==> src/hdl/gmdfs_pkg.sv <==
// Shared types and constants of the grid maze depth-first path finder.
package gmdfs_pkg;

  localparam int COORD_W    = 3;
  localparam int SIZE_W     = 4;
  localparam int CNT_W      = 7;
  localparam int DIR_W      = 3;
  localparam int CELL_W     = 2;
  localparam int STK_W      = 2 * COORD_W + DIR_W;
  localparam int CFG_IDX_W  = 3;
  localparam int CFG_DATA_W = 4;

  // configuration register indexes
  localparam logic [CFG_IDX_W-1:0] REG_GRID_ROWS = 3'd0;
  localparam logic [CFG_IDX_W-1:0] REG_GRID_COLS = 3'd1;
  localparam logic [CFG_IDX_W-1:0] REG_START_ROW = 3'd2;
  localparam logic [CFG_IDX_W-1:0] REG_START_COL = 3'd3;
  localparam logic [CFG_IDX_W-1:0] REG_GOAL_ROW  = 3'd4;
  localparam logic [CFG_IDX_W-1:0] REG_GOAL_COL  = 3'd5;

  // neighbor order: left, right, down, up, then exhausted
  localparam logic [DIR_W-1:0] DIR_LEFT  = 3'd0;
  localparam logic [DIR_W-1:0] DIR_RIGHT = 3'd1;
  localparam logic [DIR_W-1:0] DIR_DOWN  = 3'd2;
  localparam logic [DIR_W-1:0] DIR_UP    = 3'd3;
  localparam logic [DIR_W-1:0] DIR_DONE  = 3'd4;

  localparam logic [CELL_W-1:0] CELL_WALL = 2'd0;
  localparam logic [CELL_W-1:0] CELL_OPEN = 2'd1;
  localparam logic [CELL_W-1:0] CELL_SEEN = 2'd2;

  typedef enum logic [3:0] {
    OP_NONE,
    OP_LOAD,
    OP_START_RD,
    OP_START_PUSH,
    OP_STEP,
    OP_NBR_PUSH,
    OP_POP_RD,
    OP_POP_LOAD,
    OP_EM_RD,
    OP_EM_PUT,
    OP_GOAL_PUT,
    OP_NOPATH_PUT
  } dp_op_t;

  typedef struct packed {
    logic load_last;
    logic start_bad;
    logic start_open;
    logic exhausted;
    logic bottom;
    logic goal_hit;
    logic nbr_inb;
    logic em_last;
    logic out_free;
  } dp_stat_t;

  function automatic logic [SIZE_W-1:0] clamp_size(input logic [SIZE_W-1:0] v,
                                                   input logic [SIZE_W-1:0] hi);
    logic [SIZE_W-1:0] r;
    if (v == '0) r = SIZE_W'(1);
    else if (v > hi) r = hi;
    else r = v;
    return r;
  endfunction

endpackage

==> src/hdl/grid_maze_dfs_path_finder.sv <==
// Top level of the grid maze depth-first path finder.
//
// Usage: write the six configuration registers on the cfg_ channel (index,
// data; cfg_ready is always high) while the block is idle. Then send the
// maze one cell per input beat, row-major, on in_cell_open. The beat that
// completes grid_rows*grid_cols cells starts a depth-first search from the
// start cell, trying left, right, down, up. The path comes out one output
// beat per cell, start first, goal last with out_last_step set; a single
// beat with out_path_found low reports no path.
// The search handles a neighbor that lies outside the grid in S_STEP alone;
// a neighbor read from the cell memory passes S_STEP and then S_NBR, and a
// backtrack S_STEP and then S_POP, as the cell and stack memories have
// registered reads. Output reads each path cell in S_EM_RD and puts it in
// S_EM_PUT; the goal is put in S_GOAL. in_stall stays high from the last
// cell until the final result is in the output register. Reset restores
// the register defaults and empties the load counter; the maze memories
// are not cleared. A stalled output beat holds its register and the next
// output beat waits for it.
module grid_maze_dfs_path_finder #(
  parameter int MAX_ROWS = 8,
  parameter int MAX_COLS = 8
) (
  input  logic                             clk,
  input  logic                             rst_n,
  input  logic                             cfg_valid,
  output logic                             cfg_ready,
  input  logic [gmdfs_pkg::CFG_IDX_W-1:0]  cfg_index,
  input  logic [gmdfs_pkg::CFG_DATA_W-1:0] cfg_data,
  input  logic                             in_valid,
  output logic                             in_stall,
  input  logic                             in_cell_open,
  output logic                             out_valid,
  input  logic                             out_stall,
  output logic                             out_path_found,
  output logic [gmdfs_pkg::COORD_W-1:0]    out_step_row,
  output logic [gmdfs_pkg::COORD_W-1:0]    out_step_col,
  output logic                             out_last_step
);
  import gmdfs_pkg::*;

  dp_op_t   op;
  dp_stat_t stat;

  assign cfg_ready = 1'b1;

  gmdfs_ctrl u_ctrl (
    .clk      (clk),
    .rst_n    (rst_n),
    .in_valid (in_valid),
    .in_stall (in_stall),
    .stat     (stat),
    .op       (op)
  );

  gmdfs_dp #(.MAX_ROWS(MAX_ROWS), .MAX_COLS(MAX_COLS)) u_dp (
    .clk            (clk),
    .rst_n          (rst_n),
    .op             (op),
    .stat           (stat),
    .cfg_valid      (cfg_valid),
    .cfg_index      (cfg_index),
    .cfg_data       (cfg_data),
    .in_cell_open   (in_cell_open),
    .out_valid      (out_valid),
    .out_stall      (out_stall),
    .out_path_found (out_path_found),
    .out_step_row   (out_step_row),
    .out_step_col   (out_step_col),
    .out_last_step  (out_last_step)
  );

endmodule

==> src/hdl/gmdfs_ram.sv <==
// Generic single-write, single-read RAM with registered read data.
module gmdfs_ram #(
  parameter int WIDTH = 8,
  parameter int DEPTH = 64,
  parameter int AW    = (DEPTH > 1) ? $clog2(DEPTH) : 1
) (
  input  logic             clk,
  input  logic             we,
  input  logic [AW-1:0]    waddr,
  input  logic [WIDTH-1:0] wdata,
  input  logic             re,
  input  logic [AW-1:0]    raddr,
  output logic [WIDTH-1:0] rdata
);

  logic [WIDTH-1:0] mem [DEPTH];
  logic [WIDTH-1:0] rdata_r;

  always_ff @(posedge clk) begin
    if (we) begin
      mem[waddr] <= wdata;
    end
    if (re) begin
      rdata_r <= mem[raddr];
    end
  end

  assign rdata = rdata_r;

endmodule

==> src/hdl/gmdfs_ctrl.sv <==
// Controller state machine: sequences load, start check, search steps and path output.
module gmdfs_ctrl (
  input  logic               clk,
  input  logic               rst_n,
  input  logic               in_valid,
  output logic               in_stall,
  input  gmdfs_pkg::dp_stat_t stat,
  output gmdfs_pkg::dp_op_t   op
);
  import gmdfs_pkg::*;

  typedef enum logic [3:0] {
    S_IDLE,
    S_START,
    S_SCHK,
    S_STEP,
    S_POP,
    S_NBR,
    S_EM_RD,
    S_EM_PUT,
    S_GOAL,
    S_NOPATH
  } state_t;

  state_t state_r, state_nxt;

  always_comb begin
    state_nxt = state_r;
    op        = OP_NONE;
    case (state_r)
      S_IDLE: begin
        if (in_valid) begin
          op = OP_LOAD;
          if (stat.load_last) state_nxt = S_START;
        end
      end
      S_START: begin
        if (stat.start_bad) begin
          state_nxt = S_NOPATH;
        end else begin
          op        = OP_START_RD;
          state_nxt = S_SCHK;
        end
      end
      S_SCHK: begin
        if (stat.start_open) begin
          op        = OP_START_PUSH;
          state_nxt = S_STEP;
        end else begin
          state_nxt = S_NOPATH;
        end
      end
      S_STEP: begin
        if (stat.exhausted) begin
          if (stat.bottom) begin
            state_nxt = S_NOPATH;
          end else begin
            op        = OP_POP_RD;
            state_nxt = S_POP;
          end
        end else begin
          op = OP_STEP;
          if (stat.goal_hit) state_nxt = S_EM_RD;
          else if (stat.nbr_inb) state_nxt = S_NBR;
        end
      end
      S_POP: begin
        op        = OP_POP_LOAD;
        state_nxt = S_STEP;
      end
      S_NBR: begin
        op        = OP_NBR_PUSH;
        state_nxt = S_STEP;
      end
      S_EM_RD: begin
        op        = OP_EM_RD;
        state_nxt = S_EM_PUT;
      end
      S_EM_PUT: begin
        if (stat.out_free) begin
          op        = OP_EM_PUT;
          state_nxt = stat.em_last ? S_GOAL : S_EM_RD;
        end
      end
      S_GOAL: begin
        if (stat.out_free) begin
          op        = OP_GOAL_PUT;
          state_nxt = S_IDLE;
        end
      end
      S_NOPATH: begin
        if (stat.out_free) begin
          op        = OP_NOPATH_PUT;
          state_nxt = S_IDLE;
        end
      end
      default: state_nxt = S_IDLE;
    endcase
  end

  always_ff @(posedge clk) begin
    if (!rst_n) begin
      state_r <= S_IDLE;
    end else begin
      state_r <= state_nxt;
    end
  end

  assign in_stall = (state_r != S_IDLE);

endmodule

==> src/hdl/gmdfs_dp.sv <==
// Datapath: configuration, cell store, search stack, top-of-stack and output registers.
module gmdfs_dp #(
  parameter int MAX_ROWS = 8,
  parameter int MAX_COLS = 8
) (
  input  logic                                clk,
  input  logic                                rst_n,
  input  gmdfs_pkg::dp_op_t                   op,
  output gmdfs_pkg::dp_stat_t                 stat,
  input  logic                                cfg_valid,
  input  logic [gmdfs_pkg::CFG_IDX_W-1:0]     cfg_index,
  input  logic [gmdfs_pkg::CFG_DATA_W-1:0]    cfg_data,
  input  logic                                in_cell_open,
  output logic                                out_valid,
  input  logic                                out_stall,
  output logic                                out_path_found,
  output logic [gmdfs_pkg::COORD_W-1:0]       out_step_row,
  output logic [gmdfs_pkg::COORD_W-1:0]       out_step_col,
  output logic                                out_last_step
);
  import gmdfs_pkg::*;

  localparam int CELLS = MAX_ROWS * MAX_COLS;
  localparam int AW    = (CELLS > 1) ? $clog2(CELLS) : 1;
  localparam logic [SIZE_W-1:0] ROWS_HI = SIZE_W'(MAX_ROWS);
  localparam logic [SIZE_W-1:0] COLS_HI = SIZE_W'(MAX_COLS);
  localparam logic [CNT_W-1:0]  STK_LIM = CNT_W'(CELLS - 1);
  localparam logic [CNT_W-1:0]  CELL_CNT = CNT_W'(CELLS);

  // configuration
  logic [SIZE_W-1:0]  grid_rows_r, grid_cols_r;
  logic [COORD_W-1:0] start_row_r, start_col_r, goal_row_r, goal_col_r;

  // control counters and top of stack
  logic [CNT_W-1:0]   load_count_r, depth_r, em_idx_r;
  logic [COORD_W-1:0] top_row_r, top_col_r, nbr_row_r, nbr_col_r;
  logic [DIR_W-1:0]   top_dir_r;

  logic               out_valid_r, out_found_r, out_last_r;
  logic [COORD_W-1:0] out_row_r, out_col_r;

  logic [SIZE_W-1:0]  rows_c, cols_c;
  logic [7:0]         total;
  logic [SIZE_W-1:0]  nr4, nc4;
  logic [CNT_W-1:0]   start_idx, nbr_idx, step_idx;
  logic [CNT_W-1:0]   stk_top_idx, stk_below_idx;
  logic               goal_hit, nbr_inb, nbr_ok, out_free, put_beat;

  logic               cell_we, cell_re;
  logic [AW-1:0]      cell_waddr, cell_raddr;
  logic [CELL_W-1:0]  cell_wdata, cell_rdata;
  logic               stk_we, stk_re;
  logic [AW-1:0]      stk_waddr, stk_raddr;
  logic [STK_W-1:0]   stk_wdata, stk_rdata;

  function automatic logic [CNT_W-1:0] cell_index(input logic [COORD_W-1:0] r,
                                                  input logic [COORD_W-1:0] c,
                                                  input logic [SIZE_W-1:0]  cols);
    return {4'b0, r} * {3'b0, cols} + {4'b0, c};
  endfunction

  assign rows_c = clamp_size(grid_rows_r, ROWS_HI);
  assign cols_c = clamp_size(grid_cols_r, COLS_HI);
  assign total  = {4'b0, rows_c} * {4'b0, cols_c};

  // neighbor coordinates; a step off the left or top wraps to all ones
  always_comb begin
    nr4 = {1'b0, top_row_r};
    nc4 = {1'b0, top_col_r};
    case (top_dir_r)
      DIR_LEFT:  nc4 = {1'b0, top_col_r} - 4'd1;
      DIR_RIGHT: nc4 = {1'b0, top_col_r} + 4'd1;
      DIR_DOWN:  nr4 = {1'b0, top_row_r} + 4'd1;
      default:   nr4 = {1'b0, top_row_r} - 4'd1;
    endcase
  end

  assign goal_hit  = (nr4 == {1'b0, goal_row_r}) && (nc4 == {1'b0, goal_col_r});
  assign nbr_inb   = (nr4 < rows_c) && (nc4 < cols_c);
  assign start_idx = cell_index(start_row_r, start_col_r, cols_c);
  assign step_idx  = cell_index(nr4[COORD_W-1:0], nc4[COORD_W-1:0], cols_c);
  assign nbr_idx   = cell_index(nbr_row_r, nbr_col_r, cols_c);
  assign nbr_ok    = (cell_rdata == CELL_OPEN) && (depth_r < STK_LIM);
  assign out_free  = !out_valid_r || !out_stall;
  assign put_beat  = op inside {OP_EM_PUT, OP_GOAL_PUT, OP_NOPATH_PUT};

  assign stk_top_idx   = depth_r - CNT_W'(1);
  assign stk_below_idx = depth_r - CNT_W'(2);

  always_comb begin
    stat.load_last  = ({1'b0, load_count_r} + 8'd1) >= total;
    stat.start_bad  = ((start_row_r == goal_row_r) && (start_col_r == goal_col_r)) ||
                      ({1'b0, start_row_r} >= rows_c) || ({1'b0, start_col_r} >= cols_c);
    stat.start_open = (cell_rdata == CELL_OPEN);
    stat.exhausted  = (top_dir_r >= DIR_DONE);
    stat.bottom     = (depth_r == CNT_W'(1));
    stat.goal_hit   = goal_hit;
    stat.nbr_inb    = nbr_inb;
    stat.em_last    = (em_idx_r == stk_top_idx);
    stat.out_free   = out_free;
  end

  // cell store ports
  always_comb begin
    cell_we    = 1'b0;
    cell_waddr = load_count_r[AW-1:0];
    cell_wdata = {1'b0, in_cell_open};
    cell_re    = 1'b0;
    cell_raddr = start_idx[AW-1:0];
    case (op)
      OP_LOAD: cell_we = (load_count_r < CELL_CNT);
      OP_START_RD: cell_re = 1'b1;
      OP_START_PUSH: begin
        cell_we    = 1'b1;
        cell_waddr = start_idx[AW-1:0];
        cell_wdata = CELL_SEEN;
      end
      OP_STEP: begin
        cell_re    = 1'b1;
        cell_raddr = step_idx[AW-1:0];
      end
      OP_NBR_PUSH: begin
        cell_we    = nbr_ok;
        cell_waddr = nbr_idx[AW-1:0];
        cell_wdata = CELL_SEEN;
      end
      default: cell_we = 1'b0;
    endcase
  end

  // stack ports: the top entry lives in registers, the rest in memory
  always_comb begin
    stk_we    = 1'b0;
    stk_waddr = stk_top_idx[AW-1:0];
    stk_wdata = {top_row_r, top_col_r, top_dir_r};
    stk_re    = 1'b0;
    stk_raddr = em_idx_r[AW-1:0];
    case (op)
      OP_STEP:     stk_we = goal_hit;
      OP_NBR_PUSH: stk_we = nbr_ok;
      OP_POP_RD: begin
        stk_re    = 1'b1;
        stk_raddr = stk_below_idx[AW-1:0];
      end
      OP_EM_RD: stk_re = 1'b1;
      default:  stk_we = 1'b0;
    endcase
  end

  gmdfs_ram #(.WIDTH(CELL_W), .DEPTH(CELLS)) u_cell_ram (
    .clk   (clk),
    .we    (cell_we),
    .waddr (cell_waddr),
    .wdata (cell_wdata),
    .re    (cell_re),
    .raddr (cell_raddr),
    .rdata (cell_rdata)
  );

  gmdfs_ram #(.WIDTH(STK_W), .DEPTH(CELLS)) u_stack_ram (
    .clk   (clk),
    .we    (stk_we),
    .waddr (stk_waddr),
    .wdata (stk_wdata),
    .re    (stk_re),
    .raddr (stk_raddr),
    .rdata (stk_rdata)
  );

  always_ff @(posedge clk) begin
    if (!rst_n) begin
      grid_rows_r  <= SIZE_W'(8);
      grid_cols_r  <= SIZE_W'(8);
      start_row_r  <= '0;
      start_col_r  <= '0;
      goal_row_r   <= COORD_W'(7);
      goal_col_r   <= COORD_W'(7);
      load_count_r <= '0;
      depth_r      <= '0;
      em_idx_r     <= '0;
      top_dir_r    <= DIR_DONE;
      out_valid_r  <= 1'b0;
    end else begin
      if (cfg_valid) begin
        case (cfg_index)
          REG_GRID_ROWS: grid_rows_r <= cfg_data;
          REG_GRID_COLS: grid_cols_r <= cfg_data;
          REG_START_ROW: start_row_r <= cfg_data[COORD_W-1:0];
          REG_START_COL: start_col_r <= cfg_data[COORD_W-1:0];
          REG_GOAL_ROW:  goal_row_r  <= cfg_data[COORD_W-1:0];
          REG_GOAL_COL:  goal_col_r  <= cfg_data[COORD_W-1:0];
          default: ;
        endcase
      end

      // load a new beat, else drop the output beat once taken
      if (put_beat) out_valid_r <= 1'b1;
      else if (!out_stall) out_valid_r <= 1'b0;

      case (op)
        OP_LOAD: begin
          load_count_r <= stat.load_last ? '0 : load_count_r + CNT_W'(1);
        end
        OP_START_PUSH: begin
          top_row_r <= start_row_r;
          top_col_r <= start_col_r;
          top_dir_r <= DIR_LEFT;
          depth_r   <= CNT_W'(1);
        end
        OP_STEP: begin
          top_dir_r <= top_dir_r + DIR_W'(1);
          nbr_row_r <= nr4[COORD_W-1:0];
          nbr_col_r <= nc4[COORD_W-1:0];
          em_idx_r  <= '0;
        end
        OP_NBR_PUSH: begin
          if (nbr_ok) begin
            top_row_r <= nbr_row_r;
            top_col_r <= nbr_col_r;
            top_dir_r <= DIR_LEFT;
            depth_r   <= depth_r + CNT_W'(1);
          end
        end
        OP_POP_RD: depth_r <= depth_r - CNT_W'(1);
        OP_POP_LOAD: begin
          {top_row_r, top_col_r, top_dir_r} <= stk_rdata;
        end
        OP_EM_PUT: begin
          out_found_r <= 1'b1;
          out_row_r   <= stk_rdata[STK_W-1 -: COORD_W];
          out_col_r   <= stk_rdata[DIR_W +: COORD_W];
          out_last_r  <= 1'b0;
          em_idx_r    <= em_idx_r + CNT_W'(1);
        end
        OP_GOAL_PUT: begin
          out_found_r <= 1'b1;
          out_row_r   <= goal_row_r;
          out_col_r   <= goal_col_r;
          out_last_r  <= 1'b1;
        end
        OP_NOPATH_PUT: begin
          out_found_r <= 1'b0;
          out_row_r   <= '0;
          out_col_r   <= '0;
          out_last_r  <= 1'b1;
        end
        default: ;
      endcase
    end
  end

  assign out_valid      = out_valid_r;
  assign out_path_found = out_found_r;
  assign out_step_row   = out_row_r;
  assign out_step_col   = out_col_r;
  assign out_last_step  = out_last_r;

endmodule
==> config.mk <==
export PLATFORM = sky130hd
export DESIGN_NAME = grid_maze_dfs_path_finder
export DESIGN_NICKNAME = d
export VERILOG_FILES = /design/src/hdl/gmdfs_pkg.sv /design/src/hdl/grid_maze_dfs_path_finder.sv /design/src/hdl/gmdfs_ram.sv /design/src/hdl/gmdfs_ctrl.sv /design/src/hdl/gmdfs_dp.sv
export SDC_FILE = /design/constraint.sdc
export NUM_CORES = 1
export LEC_CHECK = 0
export BUFFER_PORTS_ARGS = -buffer_cell sky130_fd_sc_hd__buf_2
export CELL_PAD_IN_SITES_DETAIL_PLACEMENT = 0
export CELL_PAD_IN_SITES_GLOBAL_PLACEMENT = 2
export CORE_MARGIN = 1.5
export CORE_UTILIZATION = 51
export CTS_BUF_LIST = sky130_fd_sc_hd__clkbuf_8
export DETAILED_ROUTE_END_ITERATION = 7
export PLACE_DENSITY = 0.95
export SYNTH_ARGS = -nofsm -noshare
export SYNTH_HDL_FRONTEND = slang
export SYNTH_SLANG_ARGS = --single-unit
==> constraint.sdc <==
create_clock -name clk -period 13.66 [get_ports clk]
set_input_delay 0.683 -clock clk [delete_from_list [all_inputs] [get_ports clk]]
set_output_delay 0.683 -clock clk [all_outputs]
set_load 0.05 [all_outputs]
---- Yosys cells after proc, flatten, opt, wreduce, memory -nomap -nowiden ----
Memory sizes are Yosys's and may differ from the RTL's. A register that Yosys moved wholly into a read port is not among the register bits.
Index checks and enable logic that the tools add are counted.
cells by class
  add/subtract/negate cells ............... 14
  $mul .................................... 4
  order comparisons ....................... 10
  equal/unequal tests ..................... 41
  multiplexer cells ....................... 55
  reduce and logical (&&, ||, !) cells .... 44
operators with widths
  cell                 count
  $mux 4               18
  $pmux 4 s10          1
  $pmux 3 s3           4
  $eq 4x3->1 const B   8
  $pmux 4 s8           1
  $eq 4x4->1 const B   6
  $reduce_and 2->1     12
  $add 7x1->7 const B  3
  $pmux 7 s3           1
  $add 6x3->6          3
  $mul 3x4->6          3
  $eq 4x2->1 const B   4
  $pmux 4 s2           2
  $reduce_or 2->1      8
  $mux 3               5
  $mux 7               2
  $pmux 7 s2           1
  $logic_not 4->1      3
  $mux 6               2
  $pmux 3 s4           1
  $pmux 6 s2           1
  $ne 2x1->1 const B   5
  $eq 3x2->1 const B   3
  $mux 1               9
  36 further kinds     62
storage, ports and cells
  register bits after elaboration ......... 69
  RAM bits ................................ 704
  bits of input ports ..................... 13
  output and inout port bits .............. 11
  logic and storage cells ................. 190
  memories ................................ 2
memories
  memory                words  bits a word  read ports  clocked after Yosys merged registers in  write ports  line             text
  u_dp.u_stack_ram.mem  64     9            1           1                                        1            gmdfs_ram.sv:16  logic [WIDTH-1:0] mem [DEPTH];
  u_dp.u_cell_ram.mem   64     2            1           1                                        1            gmdfs_ram.sv:16

---- Depth between registers and ports, before layout ----
Gate-level depths: netlist (run 1).
  depth in word-level cells ............... 12
  gate-level depth with buffers ........... 19
  mapped depth without buffers ............ 19

---- Hierarchy ----
A second synthesis (run 1) with hierarchy kept.
unflattened totals
  cells, all modules ...................... 2,160
  area total of the unflattened synthesis .. 34,815.9 um2
modules (own cells, without submodules)
  module                        instances  cells an instance  area each (um2)  seq. area each (um2)
  gmdfs_ram (u_dp.u_stack_ram)  1          1,020              22,684.3         17,566.8
  gmdfs_dp                      1          744                6,185.9          1,501.4
  gmdfs_ram (u_dp.u_cell_ram)   1          324                5,417.7          3,903.7
  gmdfs_ctrl                    1          70                 516.7            80.1
  grid_maze_dfs_path_finder     1          2                  11.3             0.0

---- Worst setup path before layout (run 1) ----
Ideal clock, no wire load.
  path kind ............................... register -> register
  from .................................... reg u_dp.top_dir_r[2]
  to ...................................... reg u_dp.u_cell_ram.rdata_r[0], in the netlist u_dp.u_cell_ram.rdata[0] (read register of u_dp.u_cell_ram.mem) (data pin)
  setup time .............................. 265 ps
  arrival time ............................ 5,335 ps
  required time ........................... 13,395 ps
  path slack .............................. 8,060 ps
  stages on the path, launching flop included .. 18
  clock period less this slack ............ 5,600 ps
  path through ............................ dfxtp_1 > buf_2 > clkinv_1 > nand2_1 > fa_1 > mux2i_2 > nor2_1 > fa_1 > inv_1 > fa_1 > fa_1 > o31ai_1 > clkbuf_1 > nand3_1 > nand4_1 > mux2i_1 > mux2i_1 > mux2i_1
on the way
  word-level cells in the longest chain between the ends .. 6
  elaborated cells on any way between the ends .. 16
  those cells by class .................... add/sub: 1; mul: 1; order compare: 1; eq/ne: 4; mux: 6; reduce/logical: 3
ends and longest elaborated chain
  element                                              line                              text
  start, declared                                      gmdfs_dp.sv:37                    logic [DIR_W-1:0] top_dir_r;
  start signal, assigned                               gmdfs_dp.sv:211                   top_dir_r <= top_dir_r + DIR_W'(1);
  start signal, assigned                               gmdfs_dp.sv:226                   {top_row_r, top_col_r, top_dir_r} <= stk_rdata;
  $eq 3x1->1, or another cell as far along             gmdfs_dp.sv:70                    case (top_dir_r)
  $reduce_or 2->1 (no line) or $mux 3 (tied branches)  n/a
  $pmux 4 s2 or $pmux 4 s10 (tied branches)            gmdfs_dp.sv:70, gmdfs_ctrl.sv:30
  $mul 3x4->6, or another cell as far along            gmdfs_dp.sv:59                    return {4'b0, r} * {3'b0, cols} + {4'b0, c};
  $add 6x3->6 or $reduce_or 2->1 (tied branches)       n/a
  $mux 6 or $mux 1 (tied branches)                     gmdfs_dp.sv:110                   case (op)
  end, declared                                        gmdfs_ram.sv:17                   logic [WIDTH-1:0] rdata_r;
Parallel ways exist; a longest one is shown, timed or not.
A chain may end at the register's enable or synchronous reset.

---- Worst setup path in the final report (run 1) ----
  from .................................... reg u_dp.top_dir_r[2]
  to ...................................... reg u_dp.u_cell_ram.rdata_r[1], in the netlist u_dp.u_cell_ram.rdata[1] (read register of u_dp.u_cell_ram.mem) (data pin)
Same word-level chain as after synthesis.

==> results.txt, run 1 <==
----------------------------------------------------
[Run status]
  Status ... completed

[Timing]
  RSZ-0062 raised after global routing ... false
  Portion of the clock cycle consumed by the worst path in the final layout ... 47.5%
  Final period demand of the worst path ... 6.49 ns
  Slew @ Worst Pin ... 1.40 ns
  Max Clock Skew ... 0.0366 ns
  Hold violation total from the final report ... 0
  Pins over their slew limit ... 0
  Sum of negative setup slack ... 0 ns
  Worst slew margin relative to its limit ... 6.09%
  Post-Route Hold Slack ... 0.191 ns
  Fmax ... 154 MHz
  Total setup violations reported at the end of the flow ... 0
  Final Worst Setup Slack ... 7.17 ns

[GRT]
  GRT Resource Usage Total ... 24.3%
  Via count of the first global-routing pass ... 22700
  Number of antenna violations at the first check in global routing ... 2
  Wire length of the first global-routing pass ... 132 mm
  Sum of overflow across all layers after global routing ... 0
  Maximum number of pins on one net before global-route repair ... 218

[Synthesis]
  Synth cell types ... 76
  Net count after synthesis ... 2838
  Warning count from the yosys run ... 0
  Library cell with the largest summed area after synthesis ... edfxtp_1
  Async set or reset register ratio after synthesis ... 0%
  Leading cell type by number of instances after synthesis ... edfxtp_1
  Top cell types by occurrence after synthesis ... edfxtp_1, o211ai_1, nor2_1, mux2i_1, nand3_1
  Top cells by area, synth ... edfxtp_1, mux2i_1, o211ai_1, dfxtp_1, ha_1
  Total of flip-flops plus latches after synthesis ... 784
  Top_reg_cell synth ... edfxtp_1
  Synthesized netlist cell count ... 2729
  Synthesized area per cell ... 13.2 um^2
  Fraction of post-synthesis cell area in the top cell type by area ... 61.4%
  Register area share after synthesis ... 64.2%
  Netlist Area Pre-Place ... 35900 um^2
  Number of enable-type register cells in the synthesized netlist ... 735

[Clock tree]
  Buffer levels on the longest clock path ... 3
  Cells resized by post-CTS repair ... 0
  Clock buffers created by TritonCTS ... 119
  Root buffer selected by CTS ... clkbuf_8
  CTS hold repair buffers ... 0
  Number of post-CTS setup repair buffers ... 0
  Sink Count ... 784
  TritonCTS clock tree ... yes
  H-Tree Depth ... 3
  Clock latency reported for the late side of the worst-skew pair ... 0.75 ns
  Clk pin slew, worst setup/hold paths ... 0.06 ns

[Pwr]
  Sum of internal, switching and leakage power ... 5.26 mW
  Largest voltage drop on the vdd net ... 0.0815 mV
  Leakage component of the power ... 14.5 nW
  Total power density per cell area ... 134 nW/um^2

[Route]
  Drt initial violations ... 2278
  Pre-antenna DRT Iters ... 5
  Via count ... 23000
  Number of antenna-violating nets in the routed design ... 0
  Routed length per instance ... 23.1 um
  Routed vias/inst ... 6.08
  Aggregate routed wire length ... 87.5 mm
  Number of remaining DRC errors ... 0

[Setup path]
  Crit path arrival time ... 6.95 ns
  Worst path required time ... 14.12 ns
  Reg-to-reg setup timing slack ... 7.17 ns
  Endpoint class of the critical path ... flip-flop
  Critical path startpoint category ... flip-flop
  Endpoint of the most critical register-to-register path ... u_dp.u_cell_ram.rdata[1]
  Critical R2R Launch ... u_dp.top_dir_r[2]
  Cells on worst reg2reg path ... 16
  Kind of critical path ... flip-flop to flip-flop
  Critical path fanouts, max ... 80

[Cells and area]
  Combined area of the multi-input logic cells ... 11700 um^2
  Final net count ... 2854
  P&R area growth vs syn ... 9.21%
  Sequential cell area ... 23100 um^2
  End-of-flow core utilization ... 56.1%
  Layout cells sized above 1 ... 10.6%
  Fillers ... 5606

[Floorplan]
  Core footprint ... 69900 um^2
  Initial Util ... 51.4%
  Die area ... 72100 um^2
  Row count ... 97
  Boundary pin count ... 24
  Die Span X ... 268 um
  DIE HEIGHT ... 268 um

[Placed design]
  Number of buffer cells added on primary ports ... 22
  Final weighted congestion of routability-driven global placement ... 0.904
  Post-placement worst setup slack ... 7.30 ns
  HPWL after DPL ... 52.8 mm

[Worst hold path]
  End point of the worst hold path ... u_dp.grid_cols_r[3]
  Number of cells on the worst hold path ... 3
  Startpoint of the most critical hold path ... cfg_data[3]
  Classification of the worst-slack hold path ... primary input to flip-flop

[Job]
  Max-cap viol count ... 0

----------------------------------------------------
==> state kept, by name, summed over array words and instances (netlist names) <==
signal	count
u_ctrl.state_r	4
u_dp.depth_r	7
u_dp.em_idx_r	7
u_dp.goal_col_r	3
u_dp.goal_row_r	3
u_dp.grid_cols_r	4
u_dp.grid_rows_r	4
u_dp.load_count_r	7
u_dp.nbr_col_r	3
u_dp.nbr_row_r	3
u_dp.out_last_step	1
u_dp.out_path_found	1
u_dp.out_step_col	3
u_dp.out_step_row	3
u_dp.out_valid	1
u_dp.start_col_r	3
u_dp.start_row_r	3
u_dp.top_col_r	3
u_dp.top_dir_r	3
u_dp.top_row_r	3
u_dp.u_cell_ram.mem	128
u_dp.u_cell_ram.rdata	2
u_dp.u_stack_ram.mem	576
u_dp.u_stack_ram.rdata	9
==> worst max-delay path, stage by stage (launching register included) <==
cell      delay [ns]
dfxtp_4         0.93
clkinv_1        0.48
nand2_1         0.28
fa_1            0.46
mux2i_2         0.33
nor2_1          0.11
fa_1            0.52
inv_1           0.05
fa_1            0.53
fa_1            0.50
nand2b_1        0.18
o21ai_1         1.06
nand3_1         0.19
nand4_1         0.18
mux2i_1         0.08
mux2i_1         0.24
mux2i_1         0.10
==> layout make-up <==
| class | instances | area share (%) |
|---|---|---|
| antenna | 1 | 0.00638 |
| clock buffer | 119 | 4.17 |
| clock inverter | 102 | 2.00 |
| inverter | 135 | 1.29 |
| multi-input combinational | 1650 | 29.8 |
| sequential | 784 | 58.8 |
| tap | 940 | 3.00 |
| timing repair buffer | 55 | 0.976 |
==> kinds of logic (layout without fill, tap and decap cells) <==
| group | count (synthesis) | after routing | share of synthesized area (%) |
|---|---|---|---|
| adder cells (fa/ha/maj) | 96 | 96 | 3.72 |
| buffers and inverters | 295 | 411 | 3.51 |
| AO/OA/AOI/OAI | 556 | 556 | 10.8 |
| XOR/XNOR | 58 | 58 | 1.41 |
| multiplexers | 269 | 269 | 7.77 |
| flip-flops | 784 | 784 | 64.2 |
| other | 1 | 2 | 0.0104 |
| AND/OR/NAND/NOR | 670 | 670 | 8.64 |
==> where the power goes <==
| part | switching, mW | internal, mW | total [mW] | leakage (nW) |
|---|---|---|---|---|
| Combinational | 0.402 | 0.151 | 0.554 | 6.14 |
| Sequential | 0.0474 | 2.69 | 2.74 | 7.06 |
| Clock | 0.914 | 1.05 | 1.96 | 1.31 |
| Total | 1.36 | 3.89 | 5.26 | 14.5 |
==> metrics by stage <==
| step | cell area (um^2) | std cells |
|---|---|---|
| 2_1_floorplan | 35900 | 2729 |
| 3_3_place_gp | 36800 | 3564 |
| 3_5_place_dp | 36800 | 3564 |
| 4_1_cts | 39200 | 3785 |
| 5_1_grt | 39200 | 3786 |
| 6_report | 39200 | 3786 |
==> metal layers <==
layer,track usage [%],wire length (um),vias up
li1,-,-,10500
met1,33.7,37200,11400
met2,37.4,40200,969
met3,5.49,7540,162
met4,9.61,2600,0
met5,0,0,-
==> worst max-delay path by stage <==
stage	start	to	cells after the start
floorplan	u_dp.top_dir_r[2]	u_dp.u_cell_ram.rdata[0]	17
detailed placement	u_dp.top_dir_r[2]	u_dp.u_cell_ram.rdata[1]	16
global placement	u_dp.top_dir_r[2]	u_dp.u_cell_ram.rdata[1]	16
finish	u_dp.top_dir_r[2]	u_dp.u_cell_ram.rdata[1]	16
global route	u_dp.top_dir_r[2]	u_dp.u_cell_ram.rdata[1]	16
CTS	u_dp.top_dir_r[2]	u_dp.u_cell_ram.rdata[1]	16
==> cells in the final DEF (no fill, tap or decap), types with 7 or more instances in the layout <==
cell	n
clkinvlp_4	9
nand3_1	164
buf_2	22
mux2_1	12
bufinv_16	12
buf_4	31
clkbuf_8	119
nand2_1	138
nor2_1	219
mux2_2	61
a21oi_1	65
a21o_1	17
and2_1	20
xnor2_1	29
edfxtp_1	735
o211ai_1	228
mux2i_1	193
nor3_1	11
inv_1	157
nand4_1	35
dfxtp_1	46
clkinv_1	38
a222oi_1	7
fa_1	18
and3_1	15
a211oi_1	20
ha_1	78
a22oi_1	17
a32o_1	27
clkinv_2	17
o21ai_0	110
nor2b_1	26
nand2b_1	12
xor2_1	29
a221oi_1	14
Note: power is estimated with default switching activity, not from simulation.
==> run 2, diff against run 1 <==
--- a/config.mk
+++ b/config.mk
@@ -5,14 +5,15 @@
 export SDC_FILE = /design/constraint.sdc
 export NUM_CORES = 1
 export LEC_CHECK = 0
+export ABC_AREA = 1
 export BUFFER_PORTS_ARGS = -buffer_cell sky130_fd_sc_hd__buf_2
 export CELL_PAD_IN_SITES_DETAIL_PLACEMENT = 0
 export CELL_PAD_IN_SITES_GLOBAL_PLACEMENT = 2
 export CORE_MARGIN = 1.5
-export CORE_UTILIZATION = 51
+export CORE_UTILIZATION = 39
 export CTS_BUF_LIST = sky130_fd_sc_hd__clkbuf_8
 export DETAILED_ROUTE_END_ITERATION = 7
-export PLACE_DENSITY = 0.95
+export PLACE_DENSITY = 0.89
 export SYNTH_ARGS = -nofsm -noshare
 export SYNTH_HDL_FRONTEND = slang
 export SYNTH_SLANG_ARGS = --single-unit
==> constraint.sdc (replaced) <==
create_clock -name clk -period 5.36 [get_ports clk]
set_input_delay 0.268 -clock clk [delete_from_list [all_inputs] [get_ports clk]]
set_output_delay 0.268 -clock clk [all_outputs]
set_load 0.05 [all_outputs]
==> results.txt, run 2 <==
----------------------------------------------------
[Synthesis]
  Top cell types by occurrence after synthesis ... nand2_1, edfxtp_1, inv_1, nand3_1, nor2_1
  Top_reg_cell synth ... edfxtp_1
  Warning count from the yosys run ... 0 (unchanged)
  Register area share after synthesis ... 61.0% (-3.2 points)
  Top cells by area, synth ... edfxtp_1, nand2_1, nand3_1, inv_1, nor2_1
  Synth cell types ... 59 (-22%)
  Netlist Area Pre-Place ... 37800 um^2 (+5.2%)
  Library cell with the largest summed area after synthesis ... edfxtp_1
  Number of enable-type register cells in the synthesized netlist ... 735 (unchanged)
  Fraction of post-synthesis cell area in the top cell type by area ... 58.4% (-3.0 points)
  Async set or reset register ratio after synthesis ... 0% (unchanged)
  Leading cell type by number of instances after synthesis ... nand2_1
  Synthesized netlist cell count ... 3905 (+43%)
  Total of flip-flops plus latches after synthesis ... 784 (unchanged)
  Synthesized area per cell ... 9.68 um^2 (-26%)
  Net count after synthesis ... 4014 (+41%)

[Floorplan]
  Row count ... 114 (+18%)
  Core footprint ... 96400 um^2 (+38%)
  Initial Util ... 39.2% (-12 points)
  Boundary pin count ... 24 (unchanged)
  Die Span X ... 314 um (+17%)
  DIE HEIGHT ... 314 um (+17%)
  Die area ... 98800 um^2 (+37%)

[Clock tree]
  Sink Count ... 784 (unchanged)
  Clock latency reported for the late side of the worst-skew pair ... 0.80 ns (+0.05 ns)
  TritonCTS clock tree ... yes
  CTS hold repair buffers ... 22 (+22)
  H-Tree Depth ... 4 (+1)
  Number of post-CTS setup repair buffers ... 0 (unchanged)
  Root buffer selected by CTS ... clkbuf_8
  Clock buffers created by TritonCTS ... 133 (+12%)
  Clk pin slew, worst setup/hold paths ... 0.06 ns (about the same)
  Cells resized by post-CTS repair ... 0 (unchanged)
  Buffer levels on the longest clock path ... 3 (unchanged)

[Placed design]
  Post-placement worst setup slack ... 0.759 ns (-6.54 ns)
  HPWL after DPL ... 61.6 mm (+17%)
  Number of buffer cells added on primary ports ... 22 (unchanged)
  Final weighted congestion of routability-driven global placement ... 0.830 (-8.2%)
  Dpl cells ... 5153 (+45%)
  Cell area reported after detailed placement ... 39800 um^2 (+8.1%)

[Cells and area]
  End-of-flow core utilization ... 44.1% (-12 points)
  Final instance count without filler cells ... 5412 (+43%)
  Final net count ... 4143 (+45%)
  Most common library cell in the layout ignoring fill and taps ... nand2_1
  Largest register by flop count ... u_dp.u_stack_ram.mem
  P&R area growth vs syn ... 12.5%
  Layout cells sized above 1 ... 8.54% (-2.1 points)
  Post-Layout Inst Area ... 42500 um^2 (+8.3%)
  Highest-count cells in the layout ignoring fill and taps ... nand2_1, edfxtp_1, inv_1, nand3_1, nor2_1
  Largest register FFs ... 576 (unchanged)

[Run status]
  Status ... completed

[Setup path]
  Crit path arrival time ... 5.02 ns (-1.93 ns)
  Reg-to-reg setup timing slack ... 0.76 ns (-6.41 ns)
  Critical path startpoint category ... flip-flop
  Worst path required time ... 5.78 ns (-8.34 ns)
  Endpoint class of the critical path ... flip-flop
  Critical path fanouts, max ... 68 (-15%)
  Kind of critical path ... flip-flop to flip-flop

[GRT]
  GRT Resource Usage Total ... 20.5% (-3.8 points)
  Wire length of the first global-routing pass ... 154 mm (+16%)
  Sum of overflow across all layers after global routing ... 0 (unchanged)
  Number of antenna violations at the first check in global routing ... 1 (-1)
  Maximum number of pins on one net before global-route repair ... 100 (-54%)
  Via count of the first global-routing pass ... 26000 (+15%)

[Route]
  Pre-antenna DRT Iters ... 5 (unchanged)
  Routed vias/inst ... 4.93 (-19%)
  Aggregate routed wire length ... 100 mm (+15%)
  Routed length per instance ... 18.6 um (-20%)
  Via count ... 26700 (+16%)
  Drt initial violations ... 2362 (+3.7%)
  Number of antenna-violating nets in the routed design ... 0 (unchanged)
  Number of remaining DRC errors ... 0 (unchanged)

[Pwr]
  Leakage component of the power ... 17.9 nW (+23%)
  Largest voltage drop on the vdd net ... 0.273 mV (+240%)
  Total power density per cell area ... 376 nW/um^2 (+180%)

[Timing]
  Portion of the clock cycle consumed by the worst path in the final layout ... 85.8% (+38 points)
  Max Clock Skew ... 0.0332 ns (-0.00345 ns)
  Worst slew margin relative to its limit ... 25.8% (+20 points)
  RSZ-0062 raised after global routing ... false
  Total setup violations reported at the end of the flow ... 0 (unchanged)
  Final period demand of the worst path ... 4.60 ns (-1.89 ns)
  Hold violation total from the final report ... 0 (unchanged)
  Sum of negative setup slack ... 0 ns (unchanged)
  Slew @ Worst Pin ... 1.11 ns (-0.286 ns)
  Final Worst Setup Slack ... 0.763 ns (-6.41 ns)
  Pins over their slew limit ... 0 (unchanged)
  Fmax ... 218 MHz (+41%)

[Worst hold path]
  Classification of the worst-slack hold path ... primary input to flip-flop

[Job]
  Max-cap viol count ... 0 (unchanged)

----------------------------------------------------
## run 2: cell count changes in the layout (fill, tap and decap cells not counted), moves of 27 or more
| cell | change |
|---|---|
| mux2i_1 | -193 |
| mux2_2 | -61 |
| a32o_1 | -27 |
| nand2_1 | +804 |
| nor2_1 | +43 |
| buf_4 | +68 |
| nand3b_1 | +42 |
| nand3_1 | +495 |
| o211ai_1 | -198 |
| inv_1 | +557 |
| o21ai_0 | -63 |
## run 2: worst paths after layout
kind | cells past startpoint | to | start
setup reg to reg | 14 | u_dp.u_stack_ram.mem[1][1] | u_dp.top_dir_r[1]
hold / removal | 4 | u_dp.grid_cols_r[0] | cfg_data[0]
hold reg to reg | 2 | u_dp.em_idx_r[4] | u_dp.em_idx_r[4]
setup / recovery | 14 | u_dp.u_stack_ram.mem[1][1] | u_dp.top_dir_r[1]
## run 2: per-stage QoR
stage                     power [mW]  hold slack [ns]
after floorplan                 9.74            0.398
after global placement          11.0            0.469
after detailed placement        11.0            0.474
after CTS                       16.1            0.285
after global routing            16.8            0.341
final                           16.0            0.348
## run 2: cell families after synthesis
family	count (synthesis)	share of synthesized area [%]
adder cells (fa/ha/maj)	96	3.53
other	1	0.00992
XOR/XNOR	37	0.907
flip-flops	784	61.0
buffers and inverters	841	8.64
AND/OR/NAND/NOR	1964	22.9
AO/OA/AOI/OAI	182	3.02
## run 2: critical path: stages (launching register included)
cell     delay [ns]
dfxtp_4        0.34
buf_4          0.58
inv_2          0.14
ha_1           0.26
nand2_1        0.15
fa_1           0.43
nand2_1        0.07
nand2_1        0.13
xor2_1         0.16
nand3_1        0.08
nor2_1         0.20
nand2_2        0.12
o21ai_4        0.50
nand4_4        0.36
nor2_1         0.67
## run 2: final cells by class
type | instances | area, um^2
clock inverters | 93 | 526
diodes | 2 | 5.00
inverters | 683 | 2570
clock buffers | 142 | 1950
flip-flops and latches | 784 | 23100
multi-input cells | 2280 | 11600
fillers | 9295 | 53900
repair buffers | 152 | 1250
well taps | 1276 | 1600
## run 2: layer usage
metal	up-vias	track usage, %	routed length (um)
met5	-	0	0
met4	0	6.96	2650
met3	163	3.79	6250
met2	727	32.4	45900
met1	12700	28.3	45600
li1	13100	-	-
## run 2: power breakdown
group	total, mW	leakage (nW)	internal, mW	switching (mW)
sequential	7.15	7.05	7.06	0.0865
clock	5.09	1.43	2.61	2.48
combinational	3.77	9.38	0.928	2.84
total	16.0	17.9	10.6	5.41
